[config.mk]
export PLATFORM = sky130hd
export DESIGN_NAME = alc_ctrl
export DESIGN_NICKNAME = d
export VERILOG_FILES = /design/src/hdl/alc_pkg.sv /design/src/hdl/alc_ctrl.sv
export VERILOG_INCLUDE_DIRS = /design/src /design/src/hdl
export SDC_FILE = /design/constraint.sdc
export NUM_CORES = 1
export LEC_CHECK = 0
export BUFFER_PORTS_ARGS = -buffer_cell sky130_fd_sc_hd__buf_2
export CAP_MARGIN = 20
export CORE_UTILIZATION = 43
export CTS_CLUSTER_DIAMETER = 60
export DETAILED_ROUTE_END_ITERATION = 8
export HOLD_SLACK_MARGIN = 0.1
export PLACE_DENSITY_LB_ADDON = 0.1
export SYNTH_ARGS = -nofsm -noshare
export SYNTH_HDL_FRONTEND = slang
export SYNTH_SLANG_ARGS = --single-unit
[constraint.sdc]
create_clock -name clk -period 2 [get_ports clk]
set_input_delay 0 -clock clk [delete_from_list [all_inputs] [get_ports clk]]
set_output_delay 0 -clock clk [all_outputs]
set_load 0.02 [all_outputs]
[src/hdl/average_linkage_clustering_macros.svh]
// Assertion macros for the average-linkage clustering engine.
// No dependencies; included by the modules that check their own logic.
`ifndef AVERAGE_LINKAGE_CLUSTERING_MACROS_SVH
`define AVERAGE_LINKAGE_CLUSTERING_MACROS_SVH

// Same-cycle implication, held off during reset
`define ALC_ASSERT_IMP(lbl, clk, rst_n, ante, cons, msg) \
  lbl: assert property (@(posedge clk) disable iff (!rst_n) (ante) |-> (cons)) \
    else $error(msg);

// Next-cycle implication, held off during reset
`define ALC_ASSERT_NXT(lbl, clk, rst_n, ante, cons, msg) \
  lbl: assert property (@(posedge clk) disable iff (!rst_n) (ante) |=> (cons)) \
    else $error(msg);

`endif

[src/hdl/alc_pkg.sv]
// Shared types and constants of the average-linkage clustering engine.
// No dependencies; imported by every module of the block.
package alc_pkg;

  localparam int DEF_MAX_CLUSTERS = 64;
  localparam int CFG_W   = 7;
  localparam int VAL_W   = 32;
  localparam int LBL_W   = 8;
  localparam int PTR_W   = 12;
  localparam int PTR_MAX = 4095;
  localparam int PROD_W  = 64;
  localparam int DEN_W   = 33;

  // Input word kinds, carried in tuser
  typedef enum logic [1:0] {
    KIND_WEIGHT = 2'd0,
    KIND_DIST   = 2'd1,
    KIND_RUN    = 2'd2
  } kind_t;

  // Memory selected by a read or write command
  typedef enum logic [1:0] {
    MS_DIST,
    MS_WGT,
    MS_LBL
  } msel_t;

  // Source of the two address registers
  typedef enum logic [2:0] {
    AS_PAIR_SWAP,
    AS_PAIR_AVG,
    AS_NODE_IJ,
    AS_NODE_JL,
    AS_NODE_IL
  } asrc_t;

  // Source of memory write data
  typedef enum logic [2:0] {
    WS_RDATA,
    WS_TMPA,
    WS_AVG,
    WS_WSUM,
    WS_MERGE
  } wsrc_t;

  typedef enum logic [5:0] {
    S_IDLE,
    S_SCAN,
    S_SCAN_END,
    S_LBL_ADDR,
    S_LBL_RA,
    S_LBL_RB,
    S_LBL_CB,
    S_OUT,
    S_MRG,
    S_SD_ADDR,
    S_SD_RA,
    S_SD_RB,
    S_SD_WA,
    S_SD_WB,
    S_NW_RA,
    S_NW_RB,
    S_NW_WA,
    S_NW_WB,
    S_NL_RA,
    S_NL_RB,
    S_NL_WA,
    S_NL_WB,
    S_AW_RA,
    S_AW_RB,
    S_AW_CB,
    S_AV_ADDR,
    S_AV_RA,
    S_AV_RB,
    S_AV_CB,
    S_AV_MUL,
    S_AV_DIV,
    S_AV_WAIT,
    S_AV_WR,
    S_WSUM
  } state_t;

  // Controller to datapath
  typedef struct packed {
    logic  load_en;
    logic  run_init;
    logic  scan_clr;
    logic  scan_rd;
    logic  x_clr;
    logic  x_inc;
    logic  addr_ld;
    asrc_t asrc;
    msel_t msel;
    logic  rd_a;
    logic  rd_b;
    logic  cap_a;
    logic  cap_b;
    logic  cap_w;
    logic  wr_a;
    logic  wr_b;
    wsrc_t wsrc;
    logic  mul_ld;
    logic  div_start;
    logic  out_load;
    logic  step_next;
    logic  ptr_clr;
  } cmd_t;

  // Datapath to controller
  typedef struct packed {
    logic n_small;
    logic scan_end;
    logic x_done;
    logic x_eq_bi;
    logic x_eq_bj;
    logic div_done;
    logic last_one;
    logic out_busy;
  } sts_t;

endpackage

[src/hdl/alc_ctrl.sv]
// Sequencer of the clustering engine: loads, scan, swap and averaging loops.
// Depends on alc_pkg; drives alc_datapath through cmd_t and reads sts_t.
module alc_ctrl
  import alc_pkg::*;
(
  input  logic       clk,
  input  logic       rst_n,
  input  logic       in_tvalid,
  output logic       in_tready,
  input  logic [1:0] in_tuser,
  input  sts_t       sts,
  output cmd_t       cmd
);

`include "average_linkage_clustering_macros.svh"

  state_t state_r, state_nxt;
  logic   accept;

  assign in_tready = (state_r == S_IDLE);
  assign accept    = in_tvalid && in_tready;

  always_ff @(posedge clk) begin
    if (!rst_n) begin
      state_r <= S_IDLE;
    end else begin
      state_r <= state_nxt;
    end
  end

  // Next state
  always_comb begin
    state_nxt = state_r;
    case (state_r)
      S_IDLE: begin
        if (accept && (kind_t'(in_tuser) == KIND_RUN) && !sts.n_small) state_nxt = S_SCAN;
      end
      S_SCAN:     if (sts.scan_end) state_nxt = S_SCAN_END;
      S_SCAN_END: state_nxt = S_LBL_ADDR;
      S_LBL_ADDR: state_nxt = S_LBL_RA;
      S_LBL_RA:   state_nxt = S_LBL_RB;
      S_LBL_RB:   state_nxt = S_LBL_CB;
      S_LBL_CB:   state_nxt = S_OUT;
      S_OUT:      if (!sts.out_busy) state_nxt = S_MRG;
      S_MRG:      state_nxt = S_SD_ADDR;
      S_SD_ADDR: begin
        if (sts.x_done) state_nxt = S_NW_RA;
        else if (!sts.x_eq_bj) state_nxt = S_SD_RA;
      end
      S_SD_RA:    state_nxt = S_SD_RB;
      S_SD_RB:    state_nxt = S_SD_WA;
      S_SD_WA:    state_nxt = S_SD_WB;
      S_SD_WB:    state_nxt = S_SD_ADDR;
      S_NW_RA:    state_nxt = S_NW_RB;
      S_NW_RB:    state_nxt = S_NW_WA;
      S_NW_WA:    state_nxt = S_NW_WB;
      S_NW_WB:    state_nxt = S_NL_RA;
      S_NL_RA:    state_nxt = S_NL_RB;
      S_NL_RB:    state_nxt = S_NL_WA;
      S_NL_WA:    state_nxt = S_NL_WB;
      S_NL_WB:    state_nxt = S_AW_RA;
      S_AW_RA:    state_nxt = S_AW_RB;
      S_AW_RB:    state_nxt = S_AW_CB;
      S_AW_CB:    state_nxt = S_AV_ADDR;
      S_AV_ADDR: begin
        if (sts.x_done) state_nxt = S_WSUM;
        else if (!sts.x_eq_bi) state_nxt = S_AV_RA;
      end
      S_AV_RA:    state_nxt = S_AV_RB;
      S_AV_RB:    state_nxt = S_AV_CB;
      S_AV_CB:    state_nxt = S_AV_MUL;
      S_AV_MUL:   state_nxt = S_AV_DIV;
      S_AV_DIV:   state_nxt = S_AV_WAIT;
      S_AV_WAIT:  if (sts.div_done) state_nxt = S_AV_WR;
      S_AV_WR:    state_nxt = S_AV_ADDR;
      S_WSUM:     state_nxt = sts.last_one ? S_IDLE : S_SCAN;
      default:    state_nxt = S_IDLE;
    endcase
  end

  // Command outputs
  always_comb begin
    cmd      = '0;
    cmd.asrc = AS_NODE_IJ;
    cmd.msel = MS_DIST;
    cmd.wsrc = WS_RDATA;
    case (state_r)
      S_IDLE: begin
        if (accept) begin
          case (kind_t'(in_tuser))
            KIND_WEIGHT, KIND_DIST: cmd.load_en = 1'b1;
            KIND_RUN: begin
              cmd.run_init = 1'b1;
              cmd.scan_clr = 1'b1;
            end
            default: ;
          endcase
        end
      end
      S_SCAN: cmd.scan_rd = 1'b1;
      S_LBL_ADDR: begin
        cmd.addr_ld = 1'b1;
        cmd.asrc    = AS_NODE_IJ;
      end
      S_LBL_RA: begin
        cmd.rd_a = 1'b1;
        cmd.msel = MS_LBL;
      end
      S_LBL_RB: begin
        cmd.rd_b  = 1'b1;
        cmd.msel  = MS_LBL;
        cmd.cap_a = 1'b1;
      end
      S_LBL_CB: cmd.cap_b = 1'b1;
      S_OUT:    cmd.out_load = !sts.out_busy;
      S_MRG: begin
        cmd.wr_a  = 1'b1;
        cmd.msel  = MS_LBL;
        cmd.wsrc  = WS_MERGE;
        cmd.x_clr = 1'b1;
      end
      S_SD_ADDR: begin
        if (sts.x_done) begin
          cmd.addr_ld = 1'b1;
          cmd.asrc    = AS_NODE_JL;
        end else if (sts.x_eq_bj) begin
          cmd.x_inc = 1'b1;
        end else begin
          cmd.addr_ld = 1'b1;
          cmd.asrc    = AS_PAIR_SWAP;
        end
      end
      S_SD_RA: cmd.rd_a = 1'b1;
      S_SD_RB: begin
        cmd.rd_b  = 1'b1;
        cmd.cap_a = 1'b1;
      end
      S_SD_WA: cmd.wr_a = 1'b1;
      S_SD_WB: begin
        cmd.wr_b  = 1'b1;
        cmd.wsrc  = WS_TMPA;
        cmd.x_inc = 1'b1;
      end
      S_NW_RA: begin
        cmd.rd_a = 1'b1;
        cmd.msel = MS_WGT;
      end
      S_NW_RB: begin
        cmd.rd_b  = 1'b1;
        cmd.msel  = MS_WGT;
        cmd.cap_a = 1'b1;
      end
      S_NW_WA: begin
        cmd.wr_a = 1'b1;
        cmd.msel = MS_WGT;
      end
      S_NW_WB: begin
        cmd.wr_b = 1'b1;
        cmd.msel = MS_WGT;
        cmd.wsrc = WS_TMPA;
      end
      S_NL_RA: begin
        cmd.rd_a = 1'b1;
        cmd.msel = MS_LBL;
      end
      S_NL_RB: begin
        cmd.rd_b  = 1'b1;
        cmd.msel  = MS_LBL;
        cmd.cap_a = 1'b1;
      end
      S_NL_WA: begin
        cmd.wr_a = 1'b1;
        cmd.msel = MS_LBL;
      end
      S_NL_WB: begin
        cmd.wr_b    = 1'b1;
        cmd.msel    = MS_LBL;
        cmd.wsrc    = WS_TMPA;
        cmd.addr_ld = 1'b1;
        cmd.asrc    = AS_NODE_IL;
      end
      S_AW_RA: begin
        cmd.rd_a = 1'b1;
        cmd.msel = MS_WGT;
      end
      S_AW_RB: begin
        cmd.rd_b  = 1'b1;
        cmd.msel  = MS_WGT;
        cmd.cap_a = 1'b1;
      end
      S_AW_CB: begin
        cmd.cap_w = 1'b1;
        cmd.x_clr = 1'b1;
      end
      S_AV_ADDR: begin
        if (sts.x_done) begin
          cmd.addr_ld = 1'b1;
          cmd.asrc    = AS_NODE_IL;
        end else if (sts.x_eq_bi) begin
          cmd.x_inc = 1'b1;
        end else begin
          cmd.addr_ld = 1'b1;
          cmd.asrc    = AS_PAIR_AVG;
        end
      end
      S_AV_RA: cmd.rd_a = 1'b1;
      S_AV_RB: begin
        cmd.rd_b  = 1'b1;
        cmd.cap_a = 1'b1;
      end
      S_AV_CB:  cmd.cap_b = 1'b1;
      S_AV_MUL: cmd.mul_ld = 1'b1;
      S_AV_DIV: cmd.div_start = 1'b1;
      S_AV_WR: begin
        cmd.wr_a  = 1'b1;
        cmd.wsrc  = WS_AVG;
        cmd.x_inc = 1'b1;
      end
      S_WSUM: begin
        cmd.wr_a      = 1'b1;
        cmd.msel      = MS_WGT;
        cmd.wsrc      = WS_WSUM;
        cmd.step_next = 1'b1;
        cmd.ptr_clr   = sts.last_one;
        cmd.scan_clr  = !sts.last_one;
      end
      default: ;
    endcase
  end

  `ALC_ASSERT_IMP(a_div_done_wait, clk, rst_n, sts.div_done, state_r == S_AV_WAIT, "divider finished outside the wait state")
  `ALC_ASSERT_NXT(a_final_to_idle, clk, rst_n, (state_r == S_WSUM) && sts.last_one, state_r == S_IDLE, "final merge did not end the run")
  `ALC_ASSERT_IMP(a_scan_end_seen, clk, rst_n, state_r == S_SCAN_END, $past(sts.scan_end), "scan left before its last read")

endmodule

# Word level (Yosys, flattened, before mapping)
# Index checks and enable logic that the tools add are counted.
[classes] n_div=0 bitwise_logic=0 mux=39 n_lt_le_gt_ge=0 shifts=0 eq_ne=41 addsub=0 multipliers=0 reduce_logical=21
[ops] cell="$pmux 6 s32" n=1
[ops] cell="$eq 6x5->1 const B" n=16
[ops] cell="$eq 6x4->1 const B" n=8
[ops] cell="$mux 6" n=8
[ops] cell="$eq 6x3->1 const B" n=4
[ops] cell="$reduce_or 6->1" n=3
[ops] cell="$mux 1" n=16
[ops] cell="$mux 4" n=4
[ops] cell="$pmux 4 s4" n=1
[ops] cell="$reduce_or 7->1" n=2
[ops] cell="$eq 6x2->1 const B" n=2
[ops] cell="$eq 6x6->1 const B" n=2
[ops] cell="$pmux 3 s4" n=1
[ops] cell="$reduce_or 2->1" n=6
[ops] cell="$mux 2" n=4
[ops] cell="$eq 6x1->1 const B" n=1
[ops] cell="$logic_not 6->1" n=1
[ops] cell="$ne 2x2->1 const B" n=3
[ops] cell="$ne 3x3->1 const B" n=2
[ops] cell="$reduce_and 6->1" n=1
[ops] cell="$pmux 2 s2" n=1
[ops] cell="$logic_and 1x1->1" n=3
[ops] cell="$logic_not 1->1" n=3
[ops] cell="$mux 3" n=1
[ops] cell="7 further kinds" n=7
[word_totals] mem_bits_rw=0 in_bits=13 wordCells=102 mem_count=0 register_bits=6 latch_bits=0 out_inout_bits=28 mem_bits_ro=0

# Depth between registers and ports, before layout
[depth] ltp_word=6 depth_mapped=7 ltp_nobuf=5

# Least setup slack after synthesis
# Ideal clock, no wire load.
[synth_path] path_kind="reg2out" from="reg state_r[0]" to="out cmd[24] (netlist bit)" arrival_time_ns=1.932 stages_incl_launch_ff=6 slack_ns=0.068 n_path_buf=1 required_time_ns=2.000 path_cell_list="dfxtp_1 > clkbuf_1 > or3_1 > nor2b_1 > and3_1 > o21bai_1"
[synth_lines] element="from (decl)" line="alc_ctrl.sv:17" text="state_t state_r, state_nxt;"
[synth_lines] element="from (signal assigned)" line="alc_ctrl.sv:27" text="state_r <= state_nxt;"
[synth_lines] element="to (decl)" line="alc_ctrl.sv:12" text="output cmd_t cmd"

==> impl_metrics.csv <==
group,metric,value,unit
status,outcome,"completed",
clock_network,cts-root-buf,"clkbuf_4",
logic_synthesis,syn_avg_cell_area,6.24,µm²
power_and_ir_drop,total_leakage_power,0.000632,µW
critical_path,path_class,"reg -> out",
cells_and_area,nets,214,
global_routing,top_usage_layer,"met2",
job,drv_cap,0,
global_routing,antenna_found_initial,0,
sta,relSlewSlack,0.709,
clock_network,htreeDepth,1,
floorplan,die_w,50.5,µm
sta,fin_ws,0.134,ns
routing,via_count,1330,
cells_and_area,design_area,1300,µm²
cells_and_area,antenna_cells,0,
logic_synthesis,yosys-top-cells-area,"dfxtp_1, nor2_1, nand2_1",
sta,hold_violations,0,
routing,ant_nets,0,
sta,clock_skew,0.00285,ns
logic_synthesis,ys_warn_count,0,
placement,hpwl,2.47,mm
global_routing,grt_pass1_vias,1186,
cells_and_area,max_flop_register,"state_r",
placement,place_area,1250,µm²
power_and_ir_drop,irDropWorstVdd,1.00,mV
clock_network,clock_sinks,6,
logic_synthesis,synth_top_area_frac,0.119,
power_and_ir_drop,p_per_area,1440,nW/µm²
cells_and_area,synthToLayoutAreaGrowth,28.5,%
min_path,worstHoldPathType,"in -> out",
floorplan,die_height,50.5,µm
global_routing,grt_start_max_net_pins,29,
sta,layout_worst_path_cycle_share,0.933,
cells_and_area,biggestRegsByFlops,"state_r: 6 flops",
critical_path,crit_path_start_kind,"flip-flop",
global_routing,grtUsageMet3,0.0242,
cells_and_area,largest_reg_flops,6,
routing,routed_via_density,5.86,
floorplan,ios,41,
floorplan,core,2210,µm²
logic_synthesis,synth_fp_nets,175,
floorplan,start_util,0.457,
global_routing,grtUsageTotal,0.269,
sta,drv_slew,0,
global_routing,grtUsageMet1,0.368,
sta,fmax,536,MHz
cells_and_area,final_common_cell,"buf_2",
sta,fin_crit,1.87,ns
sta,finalSetupViolCount,0,
logic_synthesis,ys_seq_elements,6,
floorplan,fp.dieArea,2550,µm²
critical_path,crit_arrival,1.87,ns
placement,pre_cts_slack,0.0449,ns
clock_network,cts_buffers,3,
global_routing,use_met2,0.440,
placement,place.port_buffers,40,
routing,wirelength,3.20,mm
clock_network,clock_latency,0.23,ns
sta,rsz0062_at_grt,"no",
global_routing,grt_overflow,0,
routing,wire_per_inst,14.1,µm
routing,drt-initial-drc-count,33,
routing,drcViolationCount,0,
sta,worst_slew_pin_slew,0.432,ns
logic_synthesis,synth_edf_count,0,
critical_path,cp-end-kind,"output pin",
routing,dr.pass1.iters,4,
clock_network,clk_pin_slew_worst_paths,0.05,ns
floorplan,rows,17,
logic_synthesis,ys_seq_area_frac,0.119,
critical_path,critical_path.max_fanout,22,
placement,gp_congestion,0.855,
cells_and_area,drive_gt1_frac,0.327,
logic_synthesis,synth-main-ff-cell,"dfxtp_1",
logic_synthesis,async_flop_share,0,
logic_synthesis,syn_inst,162,
global_routing,grt_pass1_wl,5.39,mm
cells_and_area,final_cell_mix,"buf_2, nor2_1, nand2_1",
logic_synthesis,yosys.area.top_type,"dfxtp_1",
clock_network,cts_tree,"yes",
critical_path,required,2.00,ns
logic_synthesis,netlist_area,1010,µm²
logic_synthesis,yosys.cell_types.count,47,
clock_network,clock_path_buffers,2,
sta,final.setup.tns,0,ns
path summary, 6_finish.rpt:
kind | start | end | slack (ns) | depth (start not counted)
setup / recovery | state_r[2] | cmd[0] | 0.13 | 6
setup reg to reg | state_r[4] | state_r[0] | 0.14 | 6
hold / removal | in_tuser[1] | cmd[26] | 0.26 | 3
hold reg to reg | state_r[0] | state_r[5] | 0.65 | 3
through the flow:
stage	hold WS, ns	power [µW]	cells	utilization
CTS	0.264	1830	227	0.581
detailed placement	0.257	1720	223	0.566
finish	0.262	1870	227	0.587
global route	0.277	2040	227	0.587
global placement	0.253	1700	223	0.566
floorplan	0.0798	1290	162	-
power by group:
| part | total (µW) | switching (µW) | leakage [µW] | internal, µW |
|---|---|---|---|---|
| Combinational | 1520 | 924 | 0.000569 | 597 |
| Clock | 107 | 39.0 | 0.0000138 | 67.6 |
| Sequential | 242 | 78.1 | 0.0000494 | 164 |
| Total | 1870 | 1040 | 0.000632 | 829 |
kinds of logic (layout without fill, tap and decap cells):
logic type             after synthesis  count (layout)  share of synthesized area
multiplexers                         2               2                     0.0198
buffers and inverters               24              61                      0.110
AND/OR/NAND/NOR                     87              87                      0.467
flip-flops                           6               6                      0.119
AO/OA/AOI/OAI                       43              43                      0.285
cell usage after synthesis (all sizes together), types with 2 or more instances:
cell type  instances
nand4b             2
a22oi              3
nand3b             3
buf                7
nor2b              6
or3                2
a21oi              9
o21ai              9
nor3b              3
clkbuf            11
nor2              23
a2bb2oi            2
o311a              2
dfxtp              6
nor3               6
and3               4
nand2             19
and2               2
nand4              2
o31ai              2
inv                6
nand2b             2
mux2i              2
a311oi             2
a31oi              4
or2                2
nand3              5
critical path: stages, from the launching register on:
cell and delay, ns:
dfxtp_1 0.38, buf_4 0.23, nor4_1 0.43, nand3_1 0.19, inv_1 0.11, and2_1 0.12, buf_2 0.15
repair_timing:
item	CTS	global route
hold endpoints to repair	3	0
buffers inserted	0	0
gates resized for setup	0	5
hold buffers	1	0
setup endpoints to repair	0	8
area by class of cell:
class | count | area, µm²
Multi-Input combinational cell | 132 | 792
Fill cell | 235 | 913
Tap cell | 28 | 35.0
Inverter | 6 | 22.5
Timing Repair Buffer | 52 | 305
Sequential cell | 6 | 121
Clock buffer | 3 | 22.5
metal layers:
layer  vias to the layer above  wire length, µm
met3                         4              140
met2                        47             1550
met1                       618             1480
li1                        661                -
met4                         0               31
met5                         -                0
No activity file was read; power rests on OpenSTA's default activity.
